### config.mk
export PLATFORM = sky130hd
export DESIGN_NAME = quaternion_rotation_accumulator_unit
export DESIGN_NICKNAME = d
export VERILOG_FILES = /design/src/qra_pkg.sv /design/src/qra_div.sv /design/src/quaternion_rotation_accumulator_unit.sv
export SDC_FILE = /design/constraint.sdc
export NUM_CORES = 2
export LEC_CHECK = 0
export BUFFER_PORTS_ARGS = -buffer_cell sky130_fd_sc_hd__buf_2
export CORE_UTILIZATION = 65
export CTS_BUF_LIST = sky130_fd_sc_hd__clkbuf_2
export CTS_CLUSTER_DIAMETER = 30
export DETAILED_ROUTE_END_ITERATION = 8
export PLACE_DENSITY = 0.8
export SYNTH_ARGS = -nofsm -noshare
export SYNTH_HDL_FRONTEND = slang
export SYNTH_SLANG_ARGS = --single-unit
export TNS_END_PERCENT = 100
### constraint.sdc
create_clock -name clk_i -period 25.4 [get_ports clk_i]
set_input_delay 1.27 -clock clk_i [delete_from_list [all_inputs] [get_ports clk_i]]
set_output_delay 1.27 -clock clk_i [all_outputs]
set_load 0.02 [all_outputs]
### src/qra_pkg.sv
// Package with the types, constants and helper functions of the quaternion rotation accumulator.
package qra_pkg;

  localparam int unsigned CompW        = 16;
  localparam int unsigned ProdW        = 2 * CompW;
  localparam int unsigned AccW         = ProdW + 3;
  localparam int unsigned IntervalW    = 8;
  localparam logic [IntervalW-1:0] IntervalReset = 8'd100;
  localparam logic signed [CompW-1:0] QOne = 16'sd16384;
  localparam int unsigned FracBits     = 14;
  localparam int unsigned SqW          = 34;
  localparam int unsigned RootW        = SqW / 2;
  localparam int unsigned DivW         = 32;
  localparam int unsigned CfgIdxW      = 1;

  typedef enum logic [1:0] {
    MODE_ACC   = 2'd0,
    MODE_LOAD  = 2'd1,
    MODE_CLEAR = 2'd2,
    MODE_KEEP  = 2'd3
  } mode_e;

  typedef enum logic [0:0] {
    CFG_INTERVAL  = 1'b0,
    CFG_TRANSPOSE = 1'b1
  } cfg_idx_e;

  typedef enum logic [3:0] {
    ST_IDLE,
    ST_QMUL,
    ST_QSTORE,
    ST_SUMSQ,
    ST_SQRT,
    ST_DIV,
    ST_DSTORE,
    ST_MAT,
    ST_EMIT
  } state_e;

  typedef logic signed [CompW-1:0] comp_t;

  // Q4.28 sum to Q2.14: add half, arithmetic shift (floor), saturate.
  function automatic comp_t round_sat(input logic signed [AccW-1:0] v);
    logic signed [AccW-1:0] t;
    logic signed [AccW-1:0] q;
    t = v + AccW'(signed'(1 <<< (FracBits - 1)));
    q = t >>> FracBits;
    if (q > AccW'(32767)) begin
      return 16'sh7fff;
    end else if (q < -AccW'(32768)) begin
      return 16'sh8000;
    end
    return q[CompW-1:0];
  endfunction

endpackage

### src/qra_div.sv
// Restoring divider, one quotient bit per cycle.
module qra_div (
  input  logic                     clk_i,
  input  logic                     rst_ni,
  input  logic                     start_i,
  input  logic [qra_pkg::DivW-1:0] num_i,
  input  logic [qra_pkg::DivW-1:0] den_i,
  output logic                     done_o,
  output logic [qra_pkg::DivW-1:0] quo_o
);
  import qra_pkg::*;

  localparam int unsigned CntW = $clog2(DivW + 1);

  logic [DivW-1:0] rem_q, rem_d, quo_q, quo_d, den_q;
  logic [CntW-1:0] cnt_q, cnt_d;
  logic            busy_q, busy_d;
  logic [DivW:0]   trial;

  always_comb begin
    rem_d  = rem_q;
    quo_d  = quo_q;
    cnt_d  = cnt_q;
    busy_d = busy_q;
    trial  = {rem_q, quo_q[DivW-1]};
    if (start_i) begin
      rem_d  = '0;
      quo_d  = num_i;
      cnt_d  = CntW'(DivW);
      busy_d = 1'b1;
    end else if (busy_q) begin
      quo_d = {quo_q[DivW-2:0], 1'b0};
      if (trial >= {1'b0, den_q}) begin
        rem_d    = DivW'(trial - {1'b0, den_q});
        quo_d[0] = 1'b1;
      end else begin
        rem_d = trial[DivW-1:0];
      end
      cnt_d = cnt_q - 1'b1;
      if (cnt_q == CntW'(1)) begin
        busy_d = 1'b0;
      end
    end
  end

  always_ff @(posedge clk_i or negedge rst_ni) begin
    if (!rst_ni) begin
      busy_q <= 1'b0;
      cnt_q  <= '0;
    end else begin
      busy_q <= busy_d;
      cnt_q  <= cnt_d;
    end
  end

  always_ff @(posedge clk_i) begin
    rem_q <= rem_d;
    quo_q <= quo_d;
    if (start_i) begin
      den_q <= den_i;
    end
  end

  // The quotient is held in quo_q from the cycle after done_o.
  assign done_o = busy_q && (cnt_q == CntW'(1));
  assign quo_o  = quo_q;

`ifndef SYNTHESIS
  a_start_idle: assert property (@(posedge clk_i) disable iff (!rst_ni)
    start_i |-> !busy_q) else $error("divider started while busy");
  a_done_ends: assert property (@(posedge clk_i) disable iff (!rst_ni)
    done_o |=> !busy_q) else $error("divider still busy after done");
  a_nonzero_den: assert property (@(posedge clk_i) disable iff (!rst_ni)
    start_i |-> den_i != '0) else $error("divide by zero started");
`endif

endmodule

### src/quaternion_rotation_accumulator_unit.sv
// Top level of the quaternion rotation accumulator: sequencer, shared multiplier, square root, divider and output.
//
// Usage. Input items arrive on in_valid_i/in_ready_o with mode_i and the four
// quaternion components in Q2.14. Mode 0 premultiplies the held orientation by
// the incoming quaternion, mode 1 loads it, mode 2 clears it to identity and
// mode 3 leaves it alone. Each item gives three result transfers on
// out_valid_o/out_ready_i, rows 0, 1 and 2 of the rotation matrix (or its
// transpose), each carrying the current quaternion; last_row_o marks row 2.
// Timing. One signed 16x16 multiplier is shared by all products and is used
// once per cycle. Load, clear and keep go straight to the matrix products;
// accumulation first forms the quaternion product and, when renormalisation
// fires, the sum of squares, the bit-serial square root and the bit-serial
// divider. Rows then leave one per cycle while the receiver takes them; a
// stall simply holds the current row, and no new item is accepted until the
// third row has been transferred.
// Reset puts the orientation at identity, the counter at zero, the interval
// at 100 and the transpose flag at zero. Configuration writes on
// cfg_valid_i/cfg_ready_o are always taken; index 0 is the interval, index 1
// the transpose flag and other indices are ignored.
module quaternion_rotation_accumulator_unit (
  input  logic                clk_i,
  input  logic                rst_ni,
  input  logic                in_valid_i,
  output logic                in_ready_o,
  input  logic [1:0]          mode_i,
  input  qra_pkg::comp_t      in_x_i,
  input  qra_pkg::comp_t      in_y_i,
  input  qra_pkg::comp_t      in_z_i,
  input  qra_pkg::comp_t      in_w_i,
  output logic                out_valid_o,
  input  logic                out_ready_i,
  output logic [1:0]          row_index_o,
  output qra_pkg::comp_t      col_a_o,
  output qra_pkg::comp_t      col_b_o,
  output qra_pkg::comp_t      col_c_o,
  output qra_pkg::comp_t      out_x_o,
  output qra_pkg::comp_t      out_y_o,
  output qra_pkg::comp_t      out_z_o,
  output qra_pkg::comp_t      out_w_o,
  output logic                last_row_o,
  input  logic                cfg_valid_i,
  output logic                cfg_ready_o,
  input  logic [7:0]          cfg_index_i,
  input  logic [31:0]         cfg_data_i
);
  import qra_pkg::*;

  // Product schedule: (sel_a, sel_b, sign) for each step. Operand codes 0..3
  // are orientation x,y,z,w; 4..7 are the input x,y,z,w.
  localparam int unsigned QSteps = 16;
  localparam int unsigned MSteps = 12;
  localparam int unsigned StepW  = 4;

  state_e state_q, state_d;
  logic [StepW-1:0] step_q, step_d;
  comp_t            ori_q [4];
  comp_t            in_q  [4];
  comp_t            tmp_q [4];
  comp_t            mat_q [9];
  logic signed [AccW-1:0] acc_q;
  logic signed [ProdW-1:0] prod_q;
  logic             prod_v_q, prod_neg_q;
  logic [IntervalW-1:0] interval_q, ctr_q;
  logic             transpose_q;
  logic [1:0]       row_q;
  logic [SqW-1:0]   sumsq_q;
  logic [SqW-1:0]   sq_rem_q;
  logic [RootW-1:0] root_q;
  logic [4:0]       sq_cnt_q;
  logic [1:0]       comp_idx_q;

  // Shared multiplier operands.
  comp_t op_a, op_b;
  logic  op_neg;
  logic  mul_en;

  function automatic comp_t pick(input logic [2:0] s, input comp_t o [4],
                                 input comp_t n [4]);
    return s[2] ? n[s[1:0]] : o[s[1:0]];
  endfunction

  // Quaternion product new = in * old; four sums of four products each.
  logic [2:0] qa, qb;
  logic       qn;
  always_comb begin
    qa = 3'd0; qb = 3'd0; qn = 1'b0;
    case (step_q)
      4'd0:  begin qa = 3'd0; qb = 3'd7; end
      4'd1:  begin qa = 3'd4; qb = 3'd3; end
      4'd2:  begin qa = 3'd5; qb = 3'd2; end
      4'd3:  begin qa = 3'd6; qb = 3'd1; qn = 1'b1; end
      4'd4:  begin qa = 3'd1; qb = 3'd7; end
      4'd5:  begin qa = 3'd5; qb = 3'd3; end
      4'd6:  begin qa = 3'd6; qb = 3'd0; end
      4'd7:  begin qa = 3'd4; qb = 3'd2; qn = 1'b1; end
      4'd8:  begin qa = 3'd2; qb = 3'd7; end
      4'd9:  begin qa = 3'd6; qb = 3'd3; end
      4'd10: begin qa = 3'd4; qb = 3'd1; end
      4'd11: begin qa = 3'd5; qb = 3'd0; qn = 1'b1; end
      4'd12: begin qa = 3'd7; qb = 3'd3; end
      4'd13: begin qa = 3'd4; qb = 3'd0; qn = 1'b1; end
      4'd14: begin qa = 3'd5; qb = 3'd1; qn = 1'b1; end
      4'd15: begin qa = 3'd6; qb = 3'd2; qn = 1'b1; end
      default: ;
    endcase
  end

  // Matrix products, two per entry class: a=0 b=1 c=2 d=3.
  // Steps: bb, cc, aa, ab, cd, ca, bd, bc, ad; the later steps make no product.
  logic [2:0] ma, mb;
  always_comb begin
    ma = 3'd0; mb = 3'd0;
    case (step_q)
      4'd0: begin ma = 3'd1; mb = 3'd1; end
      4'd1: begin ma = 3'd2; mb = 3'd2; end
      4'd2: begin ma = 3'd0; mb = 3'd0; end
      4'd3: begin ma = 3'd0; mb = 3'd1; end
      4'd4: begin ma = 3'd2; mb = 3'd3; end
      4'd5: begin ma = 3'd2; mb = 3'd0; end
      4'd6: begin ma = 3'd1; mb = 3'd3; end
      4'd7: begin ma = 3'd1; mb = 3'd2; end
      4'd8: begin ma = 3'd0; mb = 3'd3; end
      default: ;
    endcase
  end

  always_comb begin
    op_a = '0; op_b = '0; op_neg = 1'b0; mul_en = 1'b0;
    case (state_q)
      ST_QMUL: begin
        op_a = pick(qa, ori_q, in_q); op_b = pick(qb, ori_q, in_q);
        op_neg = qn; mul_en = 1'b1;
      end
      ST_SUMSQ: begin
        op_a = ori_q[step_q[1:0]]; op_b = ori_q[step_q[1:0]];
        mul_en = (step_q < StepW'(4));
      end
      ST_MAT: begin
        op_a = ori_q[ma[1:0]]; op_b = ori_q[mb[1:0]];
        mul_en = (step_q < StepW'(9));
      end
      default: ;
    endcase
  end

  // Registered shared multiplier.
  always_ff @(posedge clk_i) begin
    prod_q     <= op_a * op_b;
    prod_neg_q <= op_neg;
  end
  always_ff @(posedge clk_i or negedge rst_ni) begin
    if (!rst_ni) begin
      prod_v_q <= 1'b0;
    end else begin
      prod_v_q <= mul_en;
    end
  end

  logic signed [AccW-1:0] prod_ext;
  assign prod_ext = prod_neg_q ? -AccW'(prod_q) : AccW'(prod_q);

  // Matrix products are kept for the entry step.
  logic signed [ProdW-1:0] mp_q [9];
  logic [StepW-1:0] pstep_q;
  always_ff @(posedge clk_i) begin
    pstep_q <= step_q;
  end

  // Divider for renormalisation: (|c| * 2^15 + m) / (2m). When a component is
  // stored, the divider is already restarted on the next one.
  logic            div_start, div_done;
  logic [DivW-1:0] div_num, div_den, div_quo;
  comp_t           cur_c;
  logic [1:0]      div_idx;
  comp_t           div_c;
  logic [CompW-1:0] cur_mag;
  assign cur_c   = ori_q[comp_idx_q];
  assign div_idx = (state_q == ST_DSTORE) ? comp_idx_q + 2'd1 : comp_idx_q;
  assign div_c   = ori_q[div_idx];
  assign cur_mag = div_c[CompW-1] ? CompW'(-div_c) : CompW'(div_c);
  assign div_num = DivW'({cur_mag, 15'd0}) + DivW'(root_q);
  assign div_den = DivW'({root_q, 1'b0});

  qra_div u_div (
    .clk_i   (clk_i),
    .rst_ni  (rst_ni),
    .start_i (div_start),
    .num_i   (div_num),
    .den_i   (div_den),
    .done_o  (div_done),
    .quo_o   (div_quo)
  );

  logic accept_in;
  logic renorm_go;
  assign accept_in = in_valid_i && in_ready_o;
  assign renorm_go = (ctr_q + 1'b1) > interval_q || ctr_q == '1;

  // Next-state logic.
  always_comb begin
    state_d = state_q;
    step_d  = step_q;
    case (state_q)
      ST_IDLE: begin
        if (accept_in) begin
          step_d  = '0;
          state_d = (mode_i == MODE_ACC) ? ST_QMUL : ST_MAT;
        end
      end
      ST_QMUL: begin
        step_d = step_q + 1'b1;
        if (step_q == StepW'(QSteps - 1)) begin
          state_d = ST_QSTORE;
        end
      end
      ST_QSTORE: begin
        step_d = '0;
        if (prod_v_q == 1'b0) begin
          state_d = renorm_go ? ST_SUMSQ : ST_MAT;
        end
      end
      ST_SUMSQ: begin
        step_d = step_q + 1'b1;
        if (step_q == StepW'(5)) begin
          state_d = ST_SQRT;
        end
      end
      ST_SQRT: begin
        if (sq_cnt_q == 5'd0) begin
          state_d = (root_q == '0) ? ST_MAT : ST_DIV;
          step_d  = '0;
        end
      end
      ST_DIV: begin
        if (div_done) begin
          state_d = ST_DSTORE;
        end
      end
      ST_DSTORE: begin
        state_d = (comp_idx_q == 2'd3) ? ST_MAT : ST_DIV;
        step_d  = '0;
      end
      ST_MAT: begin
        step_d = step_q + 1'b1;
        if (step_q == StepW'(MSteps - 1)) begin
          state_d = ST_EMIT;
        end
      end
      ST_EMIT: begin
        if (out_ready_i && row_q == 2'd2) begin
          state_d = ST_IDLE;
        end
      end
      default: state_d = ST_IDLE;
    endcase
  end

  // Output and strobe logic.
  always_comb begin
    in_ready_o  = (state_q == ST_IDLE);
    out_valid_o = (state_q == ST_EMIT);
    div_start   = 1'b0;
    if (state_q == ST_SQRT && sq_cnt_q == 5'd0 && root_q != '0) begin
      div_start = 1'b1;
    end
    if (state_q == ST_DSTORE && comp_idx_q != 2'd3) begin
      div_start = 1'b1;
    end
  end

  // Bit-serial square root step: try setting root bit i, which costs
  // (4R + 1) * 4^i of the remainder.
  logic [SqW+1:0]   sq_trial;
  assign sq_trial = {2'b0, sq_rem_q}
                  - ((SqW + 2)'({root_q, 2'b01}) << {sq_cnt_q - 5'd1, 1'b0});

  logic signed [AccW-1:0] one_q28;
  assign one_q28 = AccW'(1) <<< (2 * FracBits);

  function automatic logic signed [AccW-1:0] x2(input logic signed [ProdW-1:0] p);
    return AccW'(p) <<< 1;
  endfunction

  always_ff @(posedge clk_i or negedge rst_ni) begin
    if (!rst_ni) begin
      state_q     <= ST_IDLE;
      step_q      <= '0;
      row_q       <= '0;
      ctr_q       <= '0;
      interval_q  <= IntervalReset;
      transpose_q <= 1'b0;
      ori_q[0]    <= '0;
      ori_q[1]    <= '0;
      ori_q[2]    <= '0;
      ori_q[3]    <= QOne;
      comp_idx_q  <= '0;
      sq_cnt_q    <= '0;
    end else begin
      state_q <= state_d;
      step_q  <= step_d;
      if (cfg_valid_i) begin
        if (cfg_index_i == 8'(CFG_INTERVAL)) begin
          interval_q <= cfg_data_i[IntervalW-1:0];
        end else if (cfg_index_i == 8'(CFG_TRANSPOSE)) begin
          transpose_q <= cfg_data_i[0];
        end
      end
      if (accept_in) begin
        if (mode_i == MODE_LOAD) begin
          ori_q[0] <= in_x_i; ori_q[1] <= in_y_i;
          ori_q[2] <= in_z_i; ori_q[3] <= in_w_i;
        end else if (mode_i == MODE_CLEAR) begin
          ori_q[0] <= '0; ori_q[1] <= '0; ori_q[2] <= '0; ori_q[3] <= QOne;
        end
      end
      if (state_q == ST_QSTORE && !prod_v_q) begin
        ori_q[0] <= tmp_q[0]; ori_q[1] <= tmp_q[1];
        ori_q[2] <= tmp_q[2]; ori_q[3] <= tmp_q[3];
        ctr_q    <= renorm_go ? '0 : ctr_q + 1'b1;
      end
      if (state_q == ST_SUMSQ && step_q == StepW'(5)) begin
        sq_cnt_q <= 5'(RootW);
      end else if (state_q == ST_SQRT && sq_cnt_q != 5'd0) begin
        sq_cnt_q <= sq_cnt_q - 1'b1;
      end
      if (state_q == ST_SQRT && sq_cnt_q == 5'd0) begin
        comp_idx_q <= '0;
      end
      if (state_q == ST_DSTORE) begin
        ori_q[comp_idx_q] <= cur_c[CompW-1] ?
          ((div_quo > DivW'(32768)) ? 16'sh8000 : CompW'(-div_quo)) :
          ((div_quo > DivW'(32767)) ? 16'sh7fff : CompW'(div_quo));
        comp_idx_q <= comp_idx_q + 1'b1;
      end
      if (state_q == ST_MAT) begin
        row_q <= '0;
      end else if (state_q == ST_EMIT && out_ready_i) begin
        row_q <= row_q + 1'b1;
      end
    end
  end

  // Datapath registers without reset.
  always_ff @(posedge clk_i) begin
    if (accept_in) begin
      in_q[0] <= in_x_i; in_q[1] <= in_y_i; in_q[2] <= in_z_i; in_q[3] <= in_w_i;
    end
    if (state_q == ST_QMUL && step_q[1:0] == 2'd0) begin
      acc_q <= '0;
    end
    if (prod_v_q && state_q inside {ST_QMUL, ST_QSTORE}) begin
      if (pstep_q[1:0] == 2'd0) begin
        acc_q <= prod_ext;
      end else if (pstep_q[1:0] == 2'd3) begin
        tmp_q[pstep_q[3:2]] <= round_sat(acc_q + prod_ext);
      end else begin
        acc_q <= acc_q + prod_ext;
      end
    end
    if (state_q == ST_SUMSQ) begin
      if (step_q == StepW'(0)) begin
        sumsq_q <= '0;
      end else if (prod_v_q) begin
        sumsq_q <= sumsq_q + SqW'(prod_q);
      end
    end
    if (state_q == ST_SUMSQ && step_q == StepW'(5)) begin
      sq_rem_q <= sumsq_q;
      root_q   <= '0;
    end else if (state_q == ST_SQRT && sq_cnt_q != 5'd0) begin
      if (!sq_trial[SqW+1]) begin
        sq_rem_q <= sq_trial[SqW-1:0];
        root_q   <= {root_q[RootW-2:0], 1'b1};
      end else begin
        root_q   <= {root_q[RootW-2:0], 1'b0};
      end
    end
    if (prod_v_q && state_q == ST_MAT) begin
      mp_q[pstep_q] <= prod_q;
    end
    if (state_q == ST_MAT && step_q == StepW'(MSteps - 1)) begin
      mat_q[0] <= round_sat(one_q28 - x2(mp_q[0]) - x2(mp_q[1]));
      mat_q[1] <= round_sat(x2(mp_q[3]) + x2(mp_q[4]));
      mat_q[2] <= round_sat(x2(mp_q[5]) - x2(mp_q[6]));
      mat_q[3] <= round_sat(x2(mp_q[3]) - x2(mp_q[4]));
      mat_q[4] <= round_sat(one_q28 - x2(mp_q[1]) - x2(mp_q[2]));
      mat_q[5] <= round_sat(x2(mp_q[7]) + x2(mp_q[8]));
      mat_q[6] <= round_sat(x2(mp_q[5]) + x2(mp_q[6]));
      mat_q[7] <= round_sat(x2(mp_q[7]) - x2(mp_q[8]));
      mat_q[8] <= round_sat(one_q28 - x2(mp_q[0]) - x2(mp_q[2]));
    end
  end

  // Row selection: transposed form reads columns instead of rows.
  logic [3:0] ia, ib, ic;
  always_comb begin
    if (transpose_q) begin
      ia = 4'(row_q); ib = 4'(row_q) + 4'd3; ic = 4'(row_q) + 4'd6;
    end else begin
      ia = 4'(row_q) * 4'd3; ib = ia + 4'd1; ic = ia + 4'd2;
    end
  end

  assign cfg_ready_o = 1'b1;
  assign row_index_o = row_q;
  assign col_a_o     = mat_q[ia];
  assign col_b_o     = mat_q[ib];
  assign col_c_o     = mat_q[ic];
  assign out_x_o     = ori_q[0];
  assign out_y_o     = ori_q[1];
  assign out_z_o     = ori_q[2];
  assign out_w_o     = ori_q[3];
  assign last_row_o  = (row_q == 2'd2);

  logic unused_cfg;
  assign unused_cfg = ^cfg_data_i[31:1];

`ifndef SYNTHESIS
  a_ready_only_idle: assert property (@(posedge clk_i) disable iff (!rst_ni)
    in_ready_o |-> !out_valid_o) else $error("input taken during output");
  a_row_range: assert property (@(posedge clk_i) disable iff (!rst_ni)
    out_valid_o |-> row_q != 2'd3) else $error("row index out of range");
  a_last_ends: assert property (@(posedge clk_i) disable iff (!rst_ni)
    out_valid_o && out_ready_i && last_row_o |=> in_ready_o)
    else $error("block not idle after last row");
  a_ctr_bound: assert property (@(posedge clk_i) disable iff (!rst_ni)
    $past(state_q) == ST_QSTORE && state_q != ST_QSTORE |-> ctr_q <= interval_q)
    else $error("counter above interval after accumulation");
`endif

endmodule

==> flow_summary_export.csv <==
group,metric,value,unit
power_and_ir_drop,irDropWorstVdd,0.142,mV
clock_network,clock-sinks,904,
run_status,status,"finished clean",
worst_setup_path,crit_path_max_fanout,33,
power_and_ir_drop,power_frac_seq,0.232,
route,viasPerCell,6.39,
placed_design,place.gp.congestion,0.966,
sta,fin_crit_sh,0.416,
logic_synthesis,synth_cell_types,100,
floorplan,core_area,113000,sq um
power_and_ir_drop,powerDensity,135,nW/um^2
clock_network,post_cts_buffers,0,
worst_setup_path,worstSetupStartpointType,"register",
worst_setup_path,worstPathArrival,12.18,ns
grt,grt-ovfl-total,0,
clock_network,insertion_delay,1.77,ns
clock_network,cts_max_level,4,
grt,grt_max_degree,76,
clock_network,path_clk_slew,0.13,ns
placed_design,hpwl,154000,microns
worst_setup_path,critPathSlowestCell,"nand3_1",
route,postRouteAntennaNets,0,
grt,gr-usage-all-layers,0.368,
clock_network,ctsRootBufferMaster,"clkbuf_2",
floorplan,start_util,0.659,
flow_run,max_cap_violations,0,
sta,setup_tns,0,ns
sta,hold_viol,0,
route,drtIter0Drc,6092,
sta,finalMaxSlewViolations,0,
logic_synthesis,yosysSeqAreaShare,0.341,
grt,antenna_found_initial,16,
power_and_ir_drop,p_leak,36.2,nW
logic_synthesis,synth_cells,7610,
route,drcViolationCount,0,
finish,mostFrequentLayoutCells,"811 x ha_1, 787 x nand2_1, 744 x inv_1",
worst_hold_path,min_path_type,"in -> async",
power_and_ir_drop,swShare,0.504,
finish,finish.utilization,0.715,
logic_synthesis,synth-xor-area-share,0.0476,
power_and_ir_drop,p_int,5.42,mW
floorplan,die_area,116000,sq um
logic_synthesis,ys_async_sr_fraction,0.117,
finish,final_common_cell,"ha_1",
power_and_ir_drop,clock_power_share,0.117,
sta,max_freq,94.7,MHz
floorplan,io_pins,229,
logic_synthesis,synth_compound_area_frac,0.153,
floorplan,rows,123,
finish,drive_gt1_frac,0.120,
route,wl_per_cell,22.3,microns
placed_design,io_buffers,203,
logic_synthesis,syn-cell-area,74500,sq um
grt,grt_first_pass_wirelength,331000,microns
sta,min_period,10.57,ns
worst_setup_path,cp.required,27.02,ns
worst_setup_path,endpoint_kind,"register",
worst_setup_path,criticalPathCategory,"reg -> reg",
logic_synthesis,synth-seq-cells,904,
finish,nets,9116,
logic_synthesis,ys_warn_count,0,
sta,rsz0062_at_grt,"no",
sta,setup_viol,0,
power_and_ir_drop,power_switching,5.50,mW
logic_synthesis,synthFlopType,"edfxtp_1",
clock_network,cts_tree,"built",
sta,slew_headroom,0.112,
finish,syn2layout_area_growth,8.55,%
floorplan,die_w,341,microns
route,wl,215000,microns
logic_synthesis,synth_area_per_cell,9.79,sq um
logic_synthesis,synth-adder-area-share,0.208,
route,dr.pass1.iters,6,
floorplan,dieHeight,341,microns
sta,clock_skew,0.115,ns
worst_setup_path,crit_top_cell,"fa_1",
route,vias,61700,
sta,tightest_slew,1.33,ns
clock_network,clock_path_buffers,3,
grt,grt_pass1_vias,60800,
logic_synthesis,synth_edf_count,677,
logic_synthesis,synth-simple-area-share,0.140,
clock_network,cts_made_buffers,239,
worst_setup_path,slowest_delay,0.63,ns
logic_synthesis,synthMuxAreaShare,0.0560,
logic_synthesis,syn_nets,8800,
power_and_ir_drop,power_frac_comb,0.651,
logic_synthesis,synth_top_family_by_area,"adder cells",
power by group through the flow:
stage               combinational, mW  clock [mW]  sequential [mW]
floorplan                        5.09           0             2.40
global placement                 6.65           0             2.52
detailed placement               6.89           0             2.53
CTS                              6.94        1.29             2.50
global route                     7.81        1.36             2.55
finish                           7.11        1.28             2.54
per-layer routing:
layer | vias up | track usage | routed length (microns)
li1 | 28100 | - | -
met1 | 29300 | 0.433 | 78100
met2 | 3374 | 0.592 | 99100
met3 | 911 | 0.0943 | 22500
met4 | 6 | 0.252 | 15700
met5 | - | 0 | 41
kinds of logic after synthesis:
kind of cell / Yosys count
DFF: 904
muxes: 253
buffers and inverters: 1061
other: 1
and+or+nand+nor: 2169
adders and majority gates: 1080
AOI/OAI and AO/OA: 1738
xor gates and xnor gates: 404
state kept, by name, indices dropped and copies added, names as in the netlist, 17 cells and up:
signal       cells
mp_q           288
sq_rem_q        34
mat_q          144
acc_q           35
in_q            64
u_div.quo_o     32
root_q          17
u_div.rem_q     32
sumsq_q         34
u_div.den_q     17
tmp_q           64
prod_q          32
synth_stat cells, types with 60 or more instances:
cell type,n,area (sq um)
o211ai_1,97,728
dfrtp_1,102,2550
xnor2_1,246,2150
nor3_1,141,706
xor2_1,157,1380
nand3_1,146,731
a211oi_1,117,878
nor2_1,408,1530
dfxtp_1,121,2420
o21ai_0,387,1940
mux2i_1,111,1110
and2_1,191,1190
o21a_1,60,450
a21oi_1,370,1850
fa_1,267,5350
edfxtp_1,677,20300
clkbuf_1,289,1080
ha_1,812,10200
nand2b_1,69,432
nand2_1,788,2960
a31oi_1,67,419
a21o_1,218,1640
mux4_2,130,2930
nor2b_1,97,607
inv_1,745,2800
area by class of cell:
class / instances / area [sq um]
multi-input cells: 5645 / 45300
fillers: 8244 / 32200
flip-flops and latches: 904 / 25400
inverters: 745 / 2800
repair buffers: 391 / 2620
well taps: 1500 / 1880
clock buffers: 327 / 1640
clock inverters: 125 / 1170
diodes: 18 / 45.0
per-stage QoR:
stage	std cells	hold WS, ns	cell area (sq um)	total power [mW]	setup slack, ns
3_5_place_dp	9109	0.449	77300	9.43	15.02
3_3_place_gp	9109	0.444	77300	9.17	15.15
4_1_cts	9637	0.00171	80800	10.7	15.09
6_report	9655	0.0827	80900	10.9	14.83
5_1_grt	9645	0.0475	80900	11.7	14.43
2_1_floorplan	7610	0.401	74500	7.49	13.63
critical path, delay by kind of cell (launching register included):
kind	cells	cell delay [ns]
adders and majority gates	8	3.75
DFF	1	0.33
and+or+nand+nor	5	1.89
xor gates and xnor gates	1	0.12
AOI/OAI and AO/OA	13	2.79
buffers and inverters	8	1.59
timing repair:
action | in CTS | in global routing
hold buffers | 76 | 0
hold endpoints to repair | 167 | 0
resized for setup | 0 | 0
final timing paths:
check                                      start                         to  slack (ns)  cells after the start
min reg2reg                    acc_q[32]$_DFF_P_          acc_q[32]$_DFF_P_        0.47                      2
min in group clk_i                cfg_index_i[0]  interval_q[2]$_DFFE_PN1P_        0.16                      4
min                                       rst_ni       out_x_o[8]$_DFF_PN0_        0.08                      2
max                        step_q[0]$_DFFE_PN0P_         prod_q[25]$_DFF_P_       14.83                     35
max reg2reg                step_q[0]$_DFFE_PN0P_         prod_q[25]$_DFF_P_       14.83                     35
max in group asynchronous                 rst_ni      out_w_o[12]$_DFF_PN0_       23.71                      3
Power figures use the tool's default switching activity.
